--- src/hdl/brl_pkg.sv ---
`timescale 1ns / 1ps
// brl_pkg: shared constants for the line rasterizer.
// No dependencies; imported by the interfaces, the rasterizer unit and the bench.
package brl_pkg;

  localparam int ADDR_BITS   = 32;
  localparam int COLOUR_BITS = 16;

  localparam logic [ADDR_BITS-1:0] BASE_RESET = 32'hC800_0000;

  typedef enum logic {
    ACT_LOAD = 1'b0,
    ACT_STEP = 1'b1
  } action_t;

endpackage

--- src/hdl/brl_in_if.sv ---
`timescale 1ns / 1ps
// brl_in_if: valid/ready channel carrying load and step items.
// Depends on brl_pkg.
interface brl_in_if #(
  parameter int COORD_BITS = 9
);
  import brl_pkg::*;

  logic                   valid;
  logic                   ready;
  logic                   action;
  logic [COORD_BITS-1:0]  start_x;
  logic [COORD_BITS-1:0]  start_y;
  logic [COORD_BITS-1:0]  end_x;
  logic [COORD_BITS-1:0]  end_y;
  logic [COLOUR_BITS-1:0] colour;

  modport source (output valid, action, start_x, start_y, end_x, end_y, colour,
                  input ready);
  modport sink   (input valid, action, start_x, start_y, end_x, end_y, colour,
                  output ready);
endinterface

--- src/hdl/brl_out_if.sv ---
`timescale 1ns / 1ps
// brl_out_if: valid/ready channel carrying emitted pixels.
// Depends on brl_pkg.
interface brl_out_if #(
  parameter int COORD_BITS = 9
);
  import brl_pkg::*;

  logic                   valid;
  logic                   ready;
  logic [COORD_BITS-1:0]  pixel_x;
  logic [COORD_BITS-1:0]  pixel_y;
  logic [ADDR_BITS-1:0]   pixel_address;
  logic [COLOUR_BITS-1:0] pixel_colour;
  logic                   last_pixel;

  modport source (output valid, pixel_x, pixel_y, pixel_address, pixel_colour,
                  last_pixel, input ready);
  modport sink   (input valid, pixel_x, pixel_y, pixel_address, pixel_colour,
                  last_pixel, output ready);
endinterface

--- src/hdl/brl_cfg_if.sv ---
`timescale 1ns / 1ps
// brl_cfg_if: valid/ready write channel for the frame buffer base register.
// Depends on brl_pkg.
interface brl_cfg_if;
  import brl_pkg::*;

  logic                 valid;
  logic                 ready;
  logic [ADDR_BITS-1:0] buffer_base;

  modport source (output valid, buffer_base, input ready);
  modport sink   (input valid, buffer_base, output ready);
endinterface

--- src/hdl/brl_line_setup.sv ---
`timescale 1ns / 1ps
// brl_line_setup: combinational line setup (axis swap, endpoint order, spans).
// No package dependency; used by bresenham_line_rasterizer_unit.
module brl_line_setup #(
  parameter int COORD_BITS = 9
) (
  input  logic [COORD_BITS-1:0]        start_x,
  input  logic [COORD_BITS-1:0]        start_y,
  input  logic [COORD_BITS-1:0]        end_x,
  input  logic [COORD_BITS-1:0]        end_y,
  output logic [COORD_BITS-1:0]        major_pos,
  output logic [COORD_BITS-1:0]        major_end,
  output logic [COORD_BITS-1:0]        minor_pos,
  output logic [COORD_BITS-1:0]        major_span,
  output logic [COORD_BITS-1:0]        minor_span,
  output logic                         minor_down,
  output logic                         steep,
  output logic signed [COORD_BITS+1:0] err_init
);

  logic [COORD_BITS-1:0] dx, dy;
  logic [COORD_BITS-1:0] a_maj, a_min, b_maj, b_min;
  logic [COORD_BITS-1:0] lo_min, hi_min;
  logic                  swap;

  always_comb begin
    dx    = (start_x > end_x) ? start_x - end_x : end_x - start_x;
    dy    = (start_y > end_y) ? start_y - end_y : end_y - start_y;
    steep = dy > dx;
    a_maj = steep ? start_y : start_x;
    a_min = steep ? start_x : start_y;
    b_maj = steep ? end_y   : end_x;
    b_min = steep ? end_x   : end_y;
    swap  = a_maj > b_maj;

    major_pos  = swap ? b_maj : a_maj;
    major_end  = swap ? a_maj : b_maj;
    lo_min     = swap ? b_min : a_min;
    hi_min     = swap ? a_min : b_min;
    minor_pos  = lo_min;
    major_span = major_end - major_pos;
    minor_span = (lo_min > hi_min) ? lo_min - hi_min : hi_min - lo_min;
    minor_down = !(lo_min < hi_min);
    err_init   = -$signed({2'b00, major_span >> 1});
  end

endmodule

--- src/hdl/bresenham_line_rasterizer_unit.sv ---
`timescale 1ns / 1ps
// Bresenham line rasterizer: a load item (action 0) sets up a line, each step
// item (action 1) emits the next pixel with its frame-buffer byte address
// base + (y << ROW_SHIFT) + (x << 1). One item is accepted per clock while
// in.ready is high; a step's pixel is registered on acceptance. The output
// register decouples the sides: in.ready is low only while a pixel waits and
// out.ready is low. Steps while idle produce nothing; a load restarts the line.
// Depends on brl_pkg, brl_in_if, brl_out_if, brl_cfg_if, brl_line_setup.
module bresenham_line_rasterizer_unit #(
  parameter int COORD_BITS = 9,
  parameter int ROW_SHIFT  = 10
) (
  input  logic     clk,
  input  logic     rst_n,
  brl_in_if.sink   in_ch,
  brl_out_if.source out_ch,
  brl_cfg_if.sink  cfg_ch
);
  import brl_pkg::*;

  localparam int ERR_BITS = COORD_BITS + 2;

  // line state
  logic [COORD_BITS-1:0]      major_pos_r, major_end_r, minor_pos_r;
  logic [COORD_BITS-1:0]      major_span_r, minor_span_r;
  logic signed [ERR_BITS-1:0] err_r;
  logic                       minor_down_r, steep_r, busy_r;
  logic [COLOUR_BITS-1:0]     colour_r;
  logic [ADDR_BITS-1:0]       base_r;

  // output register
  logic                       out_valid_r;
  logic [COORD_BITS-1:0]      px_r, py_r;
  logic [ADDR_BITS-1:0]       addr_r;
  logic [COLOUR_BITS-1:0]     pcol_r;
  logic                       last_r;

  // setup results
  logic [COORD_BITS-1:0]      su_major_pos, su_major_end, su_minor_pos;
  logic [COORD_BITS-1:0]      su_major_span, su_minor_span;
  logic                       su_minor_down, su_steep;
  logic signed [ERR_BITS-1:0] su_err;

  brl_line_setup #(.COORD_BITS(COORD_BITS)) u_setup (
    .start_x    (in_ch.start_x),
    .start_y    (in_ch.start_y),
    .end_x      (in_ch.end_x),
    .end_y      (in_ch.end_y),
    .major_pos  (su_major_pos),
    .major_end  (su_major_end),
    .minor_pos  (su_minor_pos),
    .major_span (su_major_span),
    .minor_span (su_minor_span),
    .minor_down (su_minor_down),
    .steep      (su_steep),
    .err_init   (su_err)
  );

  logic                       in_fire, do_load, do_step;
  logic [COORD_BITS-1:0]      px, py;
  logic [ADDR_BITS-1:0]       addr;
  logic                       last;
  logic signed [ERR_BITS-1:0] err_sum, err_nxt;
  logic                       minor_step;
  logic [COORD_BITS-1:0]      minor_nxt;

  assign in_ch.ready  = !out_valid_r || out_ch.ready;
  assign cfg_ch.ready = 1'b1;
  assign in_fire      = in_ch.valid && in_ch.ready;
  assign do_load      = in_fire && (in_ch.action == ACT_LOAD);
  assign do_step      = in_fire && (in_ch.action == ACT_STEP) && busy_r;

  always_comb begin
    px   = steep_r ? minor_pos_r : major_pos_r;
    py   = steep_r ? major_pos_r : minor_pos_r;
    addr = base_r + (ADDR_BITS'(py) << ROW_SHIFT) + (ADDR_BITS'(px) << 1);
    last = (major_pos_r == major_end_r);

    err_sum    = err_r + $signed({2'b00, minor_span_r});
    minor_step = err_sum > 0;
    err_nxt    = minor_step ? err_sum - $signed({2'b00, major_span_r}) : err_sum;
    if (!minor_step)
      minor_nxt = minor_pos_r;
    else if (minor_down_r)
      minor_nxt = minor_pos_r - 1'b1;
    else
      minor_nxt = minor_pos_r + 1'b1;
  end

  always_ff @(posedge clk) begin
    if (!rst_n) begin
      busy_r      <= 1'b0;
      out_valid_r <= 1'b0;
      base_r      <= BASE_RESET;
    end else begin
      if (cfg_ch.valid)
        base_r <= cfg_ch.buffer_base;

      if (do_load) begin
        busy_r <= 1'b1;
      end else if (do_step && last) begin
        busy_r <= 1'b0;
      end

      if (do_step)
        out_valid_r <= 1'b1;
      else if (out_ch.ready)
        out_valid_r <= 1'b0;
    end
  end

  always_ff @(posedge clk) begin
    if (do_load) begin
      major_pos_r  <= su_major_pos;
      major_end_r  <= su_major_end;
      minor_pos_r  <= su_minor_pos;
      major_span_r <= su_major_span;
      minor_span_r <= su_minor_span;
      minor_down_r <= su_minor_down;
      steep_r      <= su_steep;
      err_r        <= su_err;
      colour_r     <= in_ch.colour;
    end else if (do_step) begin
      err_r       <= err_nxt;
      minor_pos_r <= minor_nxt;
      if (!last)
        major_pos_r <= major_pos_r + 1'b1;
    end

    if (do_step) begin
      px_r   <= px;
      py_r   <= py;
      addr_r <= addr;
      pcol_r <= colour_r;
      last_r <= last;
    end
  end

  assign out_ch.valid         = out_valid_r;
  assign out_ch.pixel_x       = px_r;
  assign out_ch.pixel_y       = py_r;
  assign out_ch.pixel_address = addr_r;
  assign out_ch.pixel_colour  = pcol_r;
  assign out_ch.last_pixel    = last_r;

endmodule

--- src/flat_wrapper.sv ---
// flat-port wrapper written by rule: the top's interface ports become plain ports
module bresenham_line_rasterizer_unit_flat import brl_pkg::*;
#(
  parameter int COORD_BITS = 9,
  parameter int ROW_SHIFT  = 10
)
  (clk, rst_n, in_ch_valid, in_ch_action, in_ch_start_x, in_ch_start_y, in_ch_end_x, in_ch_end_y, in_ch_colour, in_ch_ready, out_ch_valid, out_ch_pixel_x, out_ch_pixel_y, out_ch_pixel_address, out_ch_pixel_colour, out_ch_last_pixel, out_ch_ready, cfg_ch_valid, cfg_ch_buffer_base, cfg_ch_ready);
  brl_in_if #(.COORD_BITS(COORD_BITS)) in_ch_i ();
  brl_out_if #(.COORD_BITS(COORD_BITS)) out_ch_i ();
  brl_cfg_if cfg_ch_i ();
  input  logic clk;
  input  logic rst_n;
  input wire logic [$bits(in_ch_i.valid)-1:0] in_ch_valid;
  input wire logic [$bits(in_ch_i.action)-1:0] in_ch_action;
  input wire logic [$bits(in_ch_i.start_x)-1:0] in_ch_start_x;
  input wire logic [$bits(in_ch_i.start_y)-1:0] in_ch_start_y;
  input wire logic [$bits(in_ch_i.end_x)-1:0] in_ch_end_x;
  input wire logic [$bits(in_ch_i.end_y)-1:0] in_ch_end_y;
  input wire logic [$bits(in_ch_i.colour)-1:0] in_ch_colour;
  output wire logic [$bits(in_ch_i.ready)-1:0] in_ch_ready;
  output wire logic [$bits(out_ch_i.valid)-1:0] out_ch_valid;
  output wire logic [$bits(out_ch_i.pixel_x)-1:0] out_ch_pixel_x;
  output wire logic [$bits(out_ch_i.pixel_y)-1:0] out_ch_pixel_y;
  output wire logic [$bits(out_ch_i.pixel_address)-1:0] out_ch_pixel_address;
  output wire logic [$bits(out_ch_i.pixel_colour)-1:0] out_ch_pixel_colour;
  output wire logic [$bits(out_ch_i.last_pixel)-1:0] out_ch_last_pixel;
  input wire logic [$bits(out_ch_i.ready)-1:0] out_ch_ready;
  input wire logic [$bits(cfg_ch_i.valid)-1:0] cfg_ch_valid;
  input wire logic [$bits(cfg_ch_i.buffer_base)-1:0] cfg_ch_buffer_base;
  output wire logic [$bits(cfg_ch_i.ready)-1:0] cfg_ch_ready;
  assign in_ch_i.valid = in_ch_valid;
  assign in_ch_i.action = in_ch_action;
  assign in_ch_i.start_x = in_ch_start_x;
  assign in_ch_i.start_y = in_ch_start_y;
  assign in_ch_i.end_x = in_ch_end_x;
  assign in_ch_i.end_y = in_ch_end_y;
  assign in_ch_i.colour = in_ch_colour;
  assign in_ch_ready = in_ch_i.ready;
  assign out_ch_valid = out_ch_i.valid;
  assign out_ch_pixel_x = out_ch_i.pixel_x;
  assign out_ch_pixel_y = out_ch_i.pixel_y;
  assign out_ch_pixel_address = out_ch_i.pixel_address;
  assign out_ch_pixel_colour = out_ch_i.pixel_colour;
  assign out_ch_last_pixel = out_ch_i.last_pixel;
  assign out_ch_i.ready = out_ch_ready;
  assign cfg_ch_i.valid = cfg_ch_valid;
  assign cfg_ch_i.buffer_base = cfg_ch_buffer_base;
  assign cfg_ch_ready = cfg_ch_i.ready;
  bresenham_line_rasterizer_unit #(.COORD_BITS(COORD_BITS), .ROW_SHIFT(ROW_SHIFT)) u_core (.clk(clk), .rst_n(rst_n), .in_ch(in_ch_i), .out_ch(out_ch_i), .cfg_ch(cfg_ch_i));
endmodule
--- config.mk ---
export PLATFORM = sky130hd
export DESIGN_NAME = bresenham_line_rasterizer_unit_flat
export DESIGN_NICKNAME = d
export VERILOG_FILES = /design/src/hdl/brl_pkg.sv /design/src/hdl/brl_in_if.sv /design/src/hdl/brl_out_if.sv /design/src/hdl/brl_cfg_if.sv /design/src/hdl/brl_line_setup.sv /design/src/hdl/bresenham_line_rasterizer_unit.sv /design/src/flat_wrapper.sv
export SDC_FILE = /design/constraint.sdc
export NUM_CORES = 1
export LEC_CHECK = 0
export ABC_AREA = 1
export BUFFER_PORTS_ARGS = -buffer_cell sky130_fd_sc_hd__buf_2
export CAP_MARGIN = 0
export CORE_MARGIN = 2
export CORE_UTILIZATION = 25
export CTS_BUF_LIST = sky130_fd_sc_hd__clkbuf_4 sky130_fd_sc_hd__clkbuf_8
export CTS_CLUSTER_SIZE = 14
export DETAILED_ROUTE_END_ITERATION = 10
export HOLD_SLACK_MARGIN = 0.06
export PLACE_DENSITY = 0.37
export SYNTH_ARGS = -nofsm -noshare
export SYNTH_HDL_FRONTEND = slang
export SYNTH_SLANG_ARGS = --single-unit
--- constraint.sdc ---
create_clock -name clk -period 11.9 [get_ports clk]
set_clock_uncertainty 0.15 [all_clocks]
set_input_delay 1.19 -clock clk [delete_from_list [all_inputs] [get_ports clk]]
set_output_delay 1.19 -clock clk [all_outputs]
set_load 0.01 [all_outputs]
==> results of run 1 <==
==> through the flow <==
stage | instances | setup WS (ns)
final | 2209 | 2.068
after global routing | 2209 | 1.026
after CTS | 2208 | 2.104
after detailed placement | 2176 | 1.590
after global placement | 2176 | 1.635
after floorplan | 1436 | 2.968
==> cell usage after synthesis (10+ instances only) <==
master    count  area share [%]
nand4_1      10            0.51
inv_1       183             5.6
nand3_1      62             2.6
nand2_2      25             1.3
fa_1         10             1.6
a21oi_1      94             3.9
o211ai_1     10            0.62
clkbuf_1     33             1.0
xnor2_1      22             1.6
nand2_1     273             8.4
edfxtp_1    141              35
nor2_1      104             3.2
xor2_1       63             4.5
ha_1        113              12
dfxtp_1      34             5.6
o21ai_0     153             6.3
==> placed cells by master, fill, tap and decap left out, drive strengths merged <==
master    synthesis  layout
clkbuf           33      21
o21a              1       1
nor2            112     112
and2              1       1
o311ai            1       1
edfxtp          141     141
nand3b            2       2
nor3              9       9
bufinv            0       1
a21boi            2       2
or4               1       1
clkinv            1       6
buf               6     164
or2               6       6
o21bai            5       5
diode             0       1
dfxtp            34      34
o21ai           159     159
o221ai            4       4
o22ai             1       1
a221oi            6       6
a311oi            1       1
inv             189     193
xor2             64      64
nor4              5       5
a21o              6       6
a31oi             3       3
clkinvlp          0       1
ha              113     113
o31ai             6       6
nand4            12      12
nand2           306     306
mux2i             2       2
conb              1       1
nand3            65      65
a211oi            2       2
xnor2            22      22
fa               10      10
o211ai           10      10
a21oi            94      94
==> registers in the layout (all words and copies together), names as in the netlist, 9 cells and up <==
| signal | cells |
|---|---|
| u_core.out_ch.pixel_colour | 16 |
| u_core.minor_span_r | 9 |
| u_core.out_ch.pixel_y | 9 |
| u_core.base_r | 32 |
| u_core.major_span_r | 9 |
| u_core.major_end_r | 9 |
| u_core.out_ch.pixel_x | 9 |
| u_core.colour_r | 16 |
| u_core.minor_pos_r | 9 |
| u_core.major_pos_r | 9 |
| u_core.err_r | 11 |
| u_core.out_ch.pixel_address | 32 |
==> layer usage <==
| layer | vias up | global-route usage (%) | part of all wire [%] |
|---|---|---|---|
| met5 | - | 0 | 0 |
| met3 | 21 | 1.946 | 3.4 |
| met4 | 0 | 3.439 | 1.1 |
| met2 | 213 | 23.80 | 46 |
| li1 | 5112 | - | - |
| met1 | 4507 | 19.63 | 49 |
==> critical path, delay by kind of cell <==
family | cells | cell delay [ns]
XOR/XNOR | 2 | 0.31
AND/OR/NAND/NOR | 19 | 2.97
buffers and inverters | 4 | 0.54
AO/OA/AOI/OAI | 13 | 3.45
adder cells (fa/ha/maj) | 4 | 1.41
==> layout make-up <==
class                      count  area (µm²)  share of cell area (%)
antenna                        1       2.502                 0.01788
clock buffer                  21       289.0                   2.065
clock inverter                11       102.6                  0.7330
inverter                     190       714.4                   5.104
multi-input combinational   1032        6369                   45.50
sequential                   175        4915                   35.11
tap                          615       769.5                   5.497
timing repair buffer         164       835.8                   5.971
==> how the worst max path moves through the flow <==
stage                               from                endpoint  slack, ns  cells past startpoint
final                     in_ch_end_x[2]  u_core.minor_span_r[6]       2.07                     42
after global routing      in_ch_end_x[2]  u_core.minor_span_r[6]       1.03                     43
after CTS                 in_ch_end_x[2]  u_core.minor_span_r[6]       2.10                     42
after detailed placement  in_ch_end_x[2]  u_core.minor_span_r[6]       1.59                     42
after global placement    in_ch_end_x[2]  u_core.minor_span_r[6]       1.63                     44
after floorplan           in_ch_end_y[2]  u_core.minor_span_r[5]       2.97                     50
==> logic make-up after synthesis <==
group / Yosys count / share of synthesized area, %
compound gates: 301 / 13.45
simple gates: 519 / 19.12
fa+ha+maj: 123 / 13.27
buf+inv: 229 / 7.312
other cells: 1 / 0.03083
flops: 175 / 40.40
mux: 2 / 0.1646
xor+xnor: 86 / 6.253
==> impl_metrics.env, run 1 <==
export IMPL_timing_rr_start="u_core.steep_r"
export IMPL_worstMarginPinSlew_ns=0.8923
export IMPL_core_area_um2=47850
export IMPL_reg2regPathDepth=24
export IMPL_place_gp_congestion=0.8172
export IMPL_ys_seq_area_share_pct=40.40
export IMPL_synth_area_per_cell_um2=8.472
export IMPL_yosys_cell_types_count=51
export IMPL_dr_pass1_iters=5
export IMPL_cts_sinks=175
export IMPL_cts_buffers=17
export IMPL_synth_warnings=0
export IMPL_clockRootBuffer="clkbuf_8"
export IMPL_drt_vias_per_instance=4.460
export IMPL_max_freq_mhz=101.7
export IMPL_ys_ff_latch=175
export IMPL_finalWirelength_mm=36.07
export IMPL_hp_class="register to register"
export IMPL_worst_path_max_fanout=71
export IMPL_arrival_ns=9.90
export IMPL_rsz0062_at_grt="false"
export IMPL_final_core_utilization_pct=29.25
export IMPL_reg2reg_slack_ns=7.20
export IMPL_grt_pass1_vias=9639
export IMPL_h_tree_depth=4
export IMPL_netlist_area_um2=12170
export IMPL_startpoint_type="input port"
export IMPL_grt_pass1_wl_mm=55.03
export IMPL_postLayoutCellArea_um2=14000
export IMPL_path_clk_slew_ns=0.09
export IMPL_area_growth_syn_to_layout_pct=15.06
export IMPL_hp_start="u_core.colour_r[13]"
export IMPL_r2r_end="u_core.out_ch.pixel_address[31]"
export IMPL_wl_per_cell_um=16.33
export IMPL_syn_nets=1649
export IMPL_status="complete, no violations"
export IMPL_fillCellCount=5199
export IMPL_whs_path_depth=0
export IMPL_grt_max_degree=72
export IMPL_max_cap_violations=0
export IMPL_layout_drive_gt1_share_pct=16.13
export IMPL_ant_nets=0
export IMPL_max_slew_margin_pct=40.51
export IMPL_post_route_period_util_pct=82.62
export IMPL_die_area_um2=50440
export IMPL_rows=80
export IMPL_fin_nets=1793
export IMPL_finalHoldViolCount=0
export IMPL_die_x_um=224.6
export IMPL_antenna_found_initial=2
export IMPL_grt_overflow=0
export IMPL_chipHeight_um=224.6
export IMPL_io_buffers=158
export IMPL_async_reset_ff_share_pct=0
export IMPL_maxSlewViolCount=0
export IMPL_via_count=9853
export IMPL_period_needed_ns=9.832
export IMPL_syn_instance_count=1436
export IMPL_crit_type="input port to register"
export IMPL_drc=0
export IMPL_boundaryPins=160
export IMPL_clk_path_buf_depth=2
export IMPL_synth_ff_type="edfxtp_1"
export IMPL_synth_edf_count=141
export IMPL_setup_viol=0
export IMPL_initialDrtViolationCount=537
export IMPL_placed_cell_area_um2=13600
export IMPL_min_to="u_core.out_ch.pixel_colour[13]"
export IMPL_slowest_stage="o21ai_0"
export IMPL_grt_total_usage_pct=14.31
export IMPL_endpoint_kind="register"
export IMPL_totalNegativeSetupSlack_ns=0
export IMPL_dp_hpwl_mm=29.28
export IMPL_cp_data_required_time_ns=11.97
export IMPL_clock_latency_ns=0.48
export IMPL_initial_core_util_pct=25.43
export IMPL_cts_tree="built"
export IMPL_postCtsSetupRepairBufs=0
export IMPL_cp_common_cell="nand2_1"
export IMPL_max_stage_delay_ns=0.68
export IMPL_whs_ns=0.2719
export IMPL_hold_buffers=0
export IMPL_ctsResizeCount=0
Power of run 1 is not shown: default switching activity piles up to over one toggle a cycle in this logic, so the estimate is an artifact.
==> run 2, diff against run 1 <==
--- a/config.mk
+++ b/config.mk
@@ -14,7 +14,7 @@
 export CTS_CLUSTER_SIZE = 14
 export DETAILED_ROUTE_END_ITERATION = 10
 export HOLD_SLACK_MARGIN = 0.06
-export PLACE_DENSITY = 0.37
+export PLACE_DENSITY = 0.38
 export SYNTH_ARGS = -nofsm -noshare
 export SYNTH_HDL_FRONTEND = slang
 export SYNTH_SLANG_ARGS = --single-unit
==> constraint.sdc (replaced) <==
create_clock -name clk -period 8.7 [get_ports clk]
set_clock_uncertainty 0.15 [all_clocks]
set_input_delay 0.87 -clock clk [delete_from_list [all_inputs] [get_ports clk]]
set_output_delay 0.87 -clock clk [all_outputs]
set_load 0.01 [all_outputs]
==> run 2 against run 1 <==
Utilization increased by 0.56 points. Final area grew 1.9%. Register-to-register slack lost 3.2 ns. Hold slack better by 0.0043 ns. Sequential share of layout area down 0.66 points. Routed wire length down 0.84%. Critical path depth increased by 5. Via count is 1.3% higher. Flip-flop and latch count did not move. Global-route usage grew 0.059 points. Non-clock buffer count rose by 35. Largest cell class unchanged.
==> impl_metrics.env, run 2 (synthesis gave the netlist of run 1 again) <==
export IMPL_crit_type="input port to register"
export IMPL_wl_per_cell_um=15.94
export IMPL_initial_core_util_pct=25.43
export IMPL_fin_cells=2244
export IMPL_clk_path_buf_depth=2
export IMPL_dp_cells=2211
export IMPL_max_slew_margin_pct=40.64
export IMPL_fillCellCount=5198
export IMPL_slowest_stage="ha_1"
export IMPL_max_freq_mhz=126.5
export IMPL_area_growth_syn_to_layout_pct=17.28
export IMPL_initialDrtViolationCount=618
export IMPL_dr_pass1_iters=5
export IMPL_layout_drive_gt1_share_pct=18.24
export IMPL_dp_hpwl_mm=29.03
export IMPL_drc=0
export IMPL_core_area_um2=47850
export IMPL_place_gp_congestion=0.8600
export IMPL_grt_pass1_wl_mm=55.73
export IMPL_drt_vias_per_instance=4.447
export IMPL_arrival_ns=7.99
export IMPL_startpoint_type="input port"
export IMPL_max_stage_delay_ns=0.43
export IMPL_grt_overflow=0
export IMPL_mostFrequentLayoutCells="nand2_1, inv_1, buf_2, o21ai_0, edfxtp_1"
export IMPL_cts_tree="built"
export IMPL_rsz0062_at_grt="false"
export IMPL_finalHoldViolCount=0
export IMPL_path_clk_slew_ns=0.10
export IMPL_finalWirelength_mm=35.76
export IMPL_chipHeight_um=224.6
export IMPL_worstMarginPinSlew_ns=0.8904
export IMPL_grt_total_usage_pct=14.37
export IMPL_io_buffers=158
export IMPL_setup_viol=0
export IMPL_hp_class="register to register"
export IMPL_clockRootBuffer="clkbuf_8"
export IMPL_boundaryPins=160
export IMPL_final_core_utilization_pct=29.82
export IMPL_status="complete, no violations"
export IMPL_whs_ns=0.2763
export IMPL_maxSlewViolCount=0
export IMPL_period_needed_ns=7.905
export IMPL_antenna_found_initial=1
export IMPL_grt_pass1_vias=9958
export IMPL_fin_nets=1828
export IMPL_cp_data_required_time_ns=8.79
export IMPL_postCtsSetupRepairBufs=0
export IMPL_cts_buffers=17
export IMPL_max_cap_violations=0
export IMPL_die_area_um2=50440
export IMPL_rows=80
export IMPL_via_count=9979
export IMPL_grt_max_degree=66
export IMPL_cts_sinks=175
export IMPL_worst_path_max_fanout=52
export IMPL_die_x_um=224.6
export IMPL_final_common_cell="nand2_1"
export IMPL_post_route_period_util_pct=90.86
export IMPL_endpoint_kind="register"
export IMPL_ant_nets=0
export IMPL_h_tree_depth=4
export IMPL_clock_latency_ns=0.50
export IMPL_cp_common_cell="nand2_1"
==> run 2: cell type report <==
cell class              count  area, µm²  area share, %
multi-input cells        1032       6394          44.81
flip-flops and latches    175       4915          34.45
clock inverters            15      140.1         0.9822
clock buffers              17      234.0          1.640
inverters                 190      714.4          5.007
well taps                 615      769.5          5.393
diodes                      1      2.502        0.01754
repair buffers            199       1099          7.700
==> run 2: stage by stage <==
step,setup slack (ns),area [µm²],setup TNS [ns]
after floorplan,0.08750,12170,0
after global placement,-0.09037,13870,-0.2280
after detailed placement,-0.2020,13870,-0.7545
after CTS,0.3230,14240,0
after global routing,0.01258,14270,0
final,0.7950,14270,0
==> run 2: final timing paths <==
path / from / end / slack [ns] / cells after the start
worst min register to register: u_core.colour_r[8] / u_core.out_ch.pixel_colour[8] / 0.28 / 0
worst max register to register: u_core.steep_r / u_core.out_ch.pixel_address[31] / 4.03 / 24
worst min-delay path: u_core.colour_r[8] / u_core.out_ch.pixel_colour[8] / 0.28 / 0
worst max-delay path: in_ch_end_y[2] / u_core.minor_span_r[5] / 0.80 / 47
==> run 2: routing by layer <==
layer  part of all wire, %  GRT usage [%]  vias up
li1                      -              -     5169
met1                    49          19.69     4572
met2                    45          23.48      209
met3                   3.8          2.221       29
met4                   1.9          3.995        0
met5                     0              0        -
==> run 2: critical path, delay by kind of cell <==
kind	cells	cell delay [ns]
and+or+nand+nor	19	2.29
AOI/OAI and AO/OA	12	1.90
adders and majority gates	4	1.31
buffers and inverters	10	1.30
xor gates and xnor gates	2	0.30
==> run 2: what timing repair did <==
item                                   in CTS  in global routing
resized for setup                           0                 12
endpoints found under the hold margin       0                  0
setup endpoints to repair                   0                  8
hold buffers                                0                  0
Power of run 2 is left out for the same reason.
==> run 3, diff against run 2 <==
--- a/config.mk
+++ b/config.mk
@@ -9,12 +9,13 @@
 export BUFFER_PORTS_ARGS = -buffer_cell sky130_fd_sc_hd__buf_2
 export CAP_MARGIN = 0
 export CORE_MARGIN = 2
-export CORE_UTILIZATION = 25
+export CORE_UTILIZATION = 50
 export CTS_BUF_LIST = sky130_fd_sc_hd__clkbuf_4 sky130_fd_sc_hd__clkbuf_8
 export CTS_CLUSTER_SIZE = 14
 export DETAILED_ROUTE_END_ITERATION = 10
+export GPL_TIMING_DRIVEN = 0
 export HOLD_SLACK_MARGIN = 0.06
-export PLACE_DENSITY = 0.38
+export PLACE_DENSITY = 0.67
 export SYNTH_ARGS = -nofsm -noshare
 export SYNTH_HDL_FRONTEND = slang
 export SYNTH_SLANG_ARGS = --single-unit
==> constraint.sdc (replaced) <==
create_clock -name clk -period 7.55 [get_ports clk]
set_clock_uncertainty 0.15 [all_clocks]
set_input_delay 0.755 -clock clk [delete_from_list [all_inputs] [get_ports clk]]
set_output_delay 0.755 -clock clk [all_outputs]
set_load 0.01 [all_outputs]
==> run 3 against run 2 <==
The flow now finishes with violations (setup timing). Hold slack about the same. Register-to-register slack worse by 1.5 ns. First-iteration DRC count is 37% higher. Critical path depth up 2. Flip-flop and latch count unchanged. Highest routed layer unchanged. Utilization is 35 points higher. Non-clock buffer count rose by 79. Final cell count decreased by 9.5%.
==> impl_metrics.env, run 3 (synthesis gave the netlist of run 1 again) <==
export IMPL_timing_rr_start="u_core.steep_r"
export IMPL_grt_overflow=0
export IMPL_startpoint_type="input port"
export IMPL_final_common_cell="nand2_1"
export IMPL_max_slew_margin_pct=7.542
export IMPL_maxSlewViolCount=0
export IMPL_fillCellCount=2060
export IMPL_wl_per_cell_um=16.35
export IMPL_mostFrequentLayoutCells="nand2_1, inv_1, buf_2, edfxtp_1, o21ai_0"
export IMPL_critPathLaunch="in_ch_end_x[2]"
export IMPL_cts_buffers=17
export IMPL_cts_sinks=175
export IMPL_initial_core_util_pct=50.47
export IMPL_drc=0
export IMPL_rows=57
export IMPL_place_gp_congestion=0.9295
export IMPL_dp_hpwl_mm=25.01
export IMPL_area_growth_syn_to_layout_pct=27.88
export IMPL_grt_total_usage_pct=24.95
export IMPL_whs_path_depth=0
export IMPL_met1_usage_pct=32.32
export IMPL_arrival_ns=7.80
export IMPL_hold_buffers=0
export IMPL_endpoint_kind="register"
export IMPL_boundaryPins=160
export IMPL_busiest_layer="met2"
export IMPL_cp_common_cell="nand2_2"
export IMPL_reg2reg_slack_ns=2.57
export IMPL_crit_type="input port to register"
export IMPL_cp_data_required_time_ns=7.69
export IMPL_dr_pass1_iters=7
export IMPL_max_cap_violations=0
export IMPL_clockRootBuffer="clkbuf_8"
export IMPL_chipHeight_um=160.0
export IMPL_ant_nets=0
export IMPL_use_met2_pct=42.90
export IMPL_initialDrtViolationCount=846
export IMPL_diodes=0
export IMPL_status="finished with violations"
export IMPL_worstMarginPinSlew_ns=1.372
export IMPL_layout_drive_gt1_share_pct=27.94
export IMPL_grt_pass1_vias=10188
export IMPL_clock_latency_ns=0.46
export IMPL_die_x_um=160.0
export IMPL_hp_class="register to register"
export IMPL_max_stage_delay_ns=0.36
export IMPL_pre_cts_ws_ns=-1.813
export IMPL_h_tree_depth=4
export IMPL_setup_viol=3
export IMPL_via_count=10747
export IMPL_grt_pass1_wl_mm=50.92
export IMPL_finalHoldViolCount=0
export IMPL_slowest_stage="ha_1"
export IMPL_violations="setup timing"
export IMPL_path_clk_slew_ns=0.10
export IMPL_worst_path_max_fanout=8
export IMPL_rsz0062_at_grt="true"
export IMPL_clk_path_buf_depth=2
export IMPL_layout_setup_ws_ns=-0.1148
export IMPL_finalWirelength_mm=33.20
export IMPL_max_freq_mhz=130.5
export IMPL_fin_nets=1907
export IMPL_met3_usage_pct=3.870
export IMPL_core_area_um2=24110
export IMPL_reg2regPathDepth=26
export IMPL_critPathCapture="u_core.minor_span_r[5]"
export IMPL_grt_max_degree=55
export IMPL_io_buffers=158
export IMPL_die_area_um2=25600
export IMPL_drt_vias_per_instance=5.291
export IMPL_cts_tree="built"
export IMPL_period_needed_ns=7.665
export IMPL_antenna_found_initial=0
export IMPL_post_route_period_util_pct=101.5
export IMPL_r2r_end="u_core.out_ch.pixel_address[31]"
==> run 3: cell type report <==
type	instances	area, µm²	share of cell area (%)
Sequential cell	175	4915	31.59
Buffer	35	279.0	1.793
Clock inverter	15	170.2	1.094
Clock buffer	17	234.0	1.504
Multi-Input combinational cell	1032	7203	46.30
Timing Repair Buffer	243	1594	10.25
Tap cell	324	405.4	2.606
Inverter	190	757.0	4.866
==> run 3: critical path, delay by kind of cell <==
family          cells  cell delay, ns
compound gates     14            2.34
fa+ha+maj           4            1.15
xor+xnor            2            0.40
simple gates       15            1.36
mux                 1            0.19
buf+inv            13            1.56
==> run 3: worst min path at each step <==
| stage | slack [ns] | endpoint | from |
|---|---|---|---|
| after floorplan | 0.25 | u_core.out_ch.pixel_colour[0] | u_core.colour_r[0] |
| after global placement | 0.25 | u_core.out_ch.pixel_colour[9] | u_core.colour_r[9] |
| after detailed placement | 0.25 | u_core.out_ch.pixel_colour[8] | u_core.colour_r[8] |
| after CTS | 0.28 | u_core.out_ch.pixel_colour[8] | u_core.colour_r[8] |
| after global routing | 0.28 | u_core.colour_r[3] | in_ch_colour[3] |
| final | 0.28 | u_core.out_ch.pixel_colour[8] | u_core.colour_r[8] |
==> run 3: repair_timing <==
| action | in CTS | in global routing |
|---|---|---|
| endpoints found under the setup margin | 14 | 14 |
| gates resized for setup | 81 | 149 |
| setup buffers | 37 | 45 |
| cloned | 0 | 2 |
| pin swaps | 40 | 87 |
| endpoints found under the hold margin | 0 | 0 |
==> run 3: per-stage QoR <==
| step | area [µm²] | hold WS [ns] | instances | setup TNS, ns | utilization (%) |
|---|---|---|---|---|---|
| 6_report | 15560 | 0.2768 | 2031 | -0.2921 | 64.54 |
| 5_1_grt | 15560 | 0.2760 | 2031 | -2.500 | 64.54 |
| 3_3_place_gp | 13600 | 0.2500 | 1918 | -17.28 | 56.43 |
| 3_5_place_dp | 13620 | 0.2545 | 1919 | -18.37 | 56.51 |
| 2_1_floorplan | 12410 | 0.2503 | 1436 | -0.3163 | - |
| 4_1_cts | 14630 | 0.2798 | 1986 | -0.001474 | 60.70 |
==> run 3: layer usage <==
metal | part of all wire (%) | wire, µm
met1 | 42 | 14010
met2 | 49 | 16300
met3 | 5.9 | 1966
met4 | 2.8 | 932
met5 | 0 | 0
Power of run 3 is left out for the same reason.
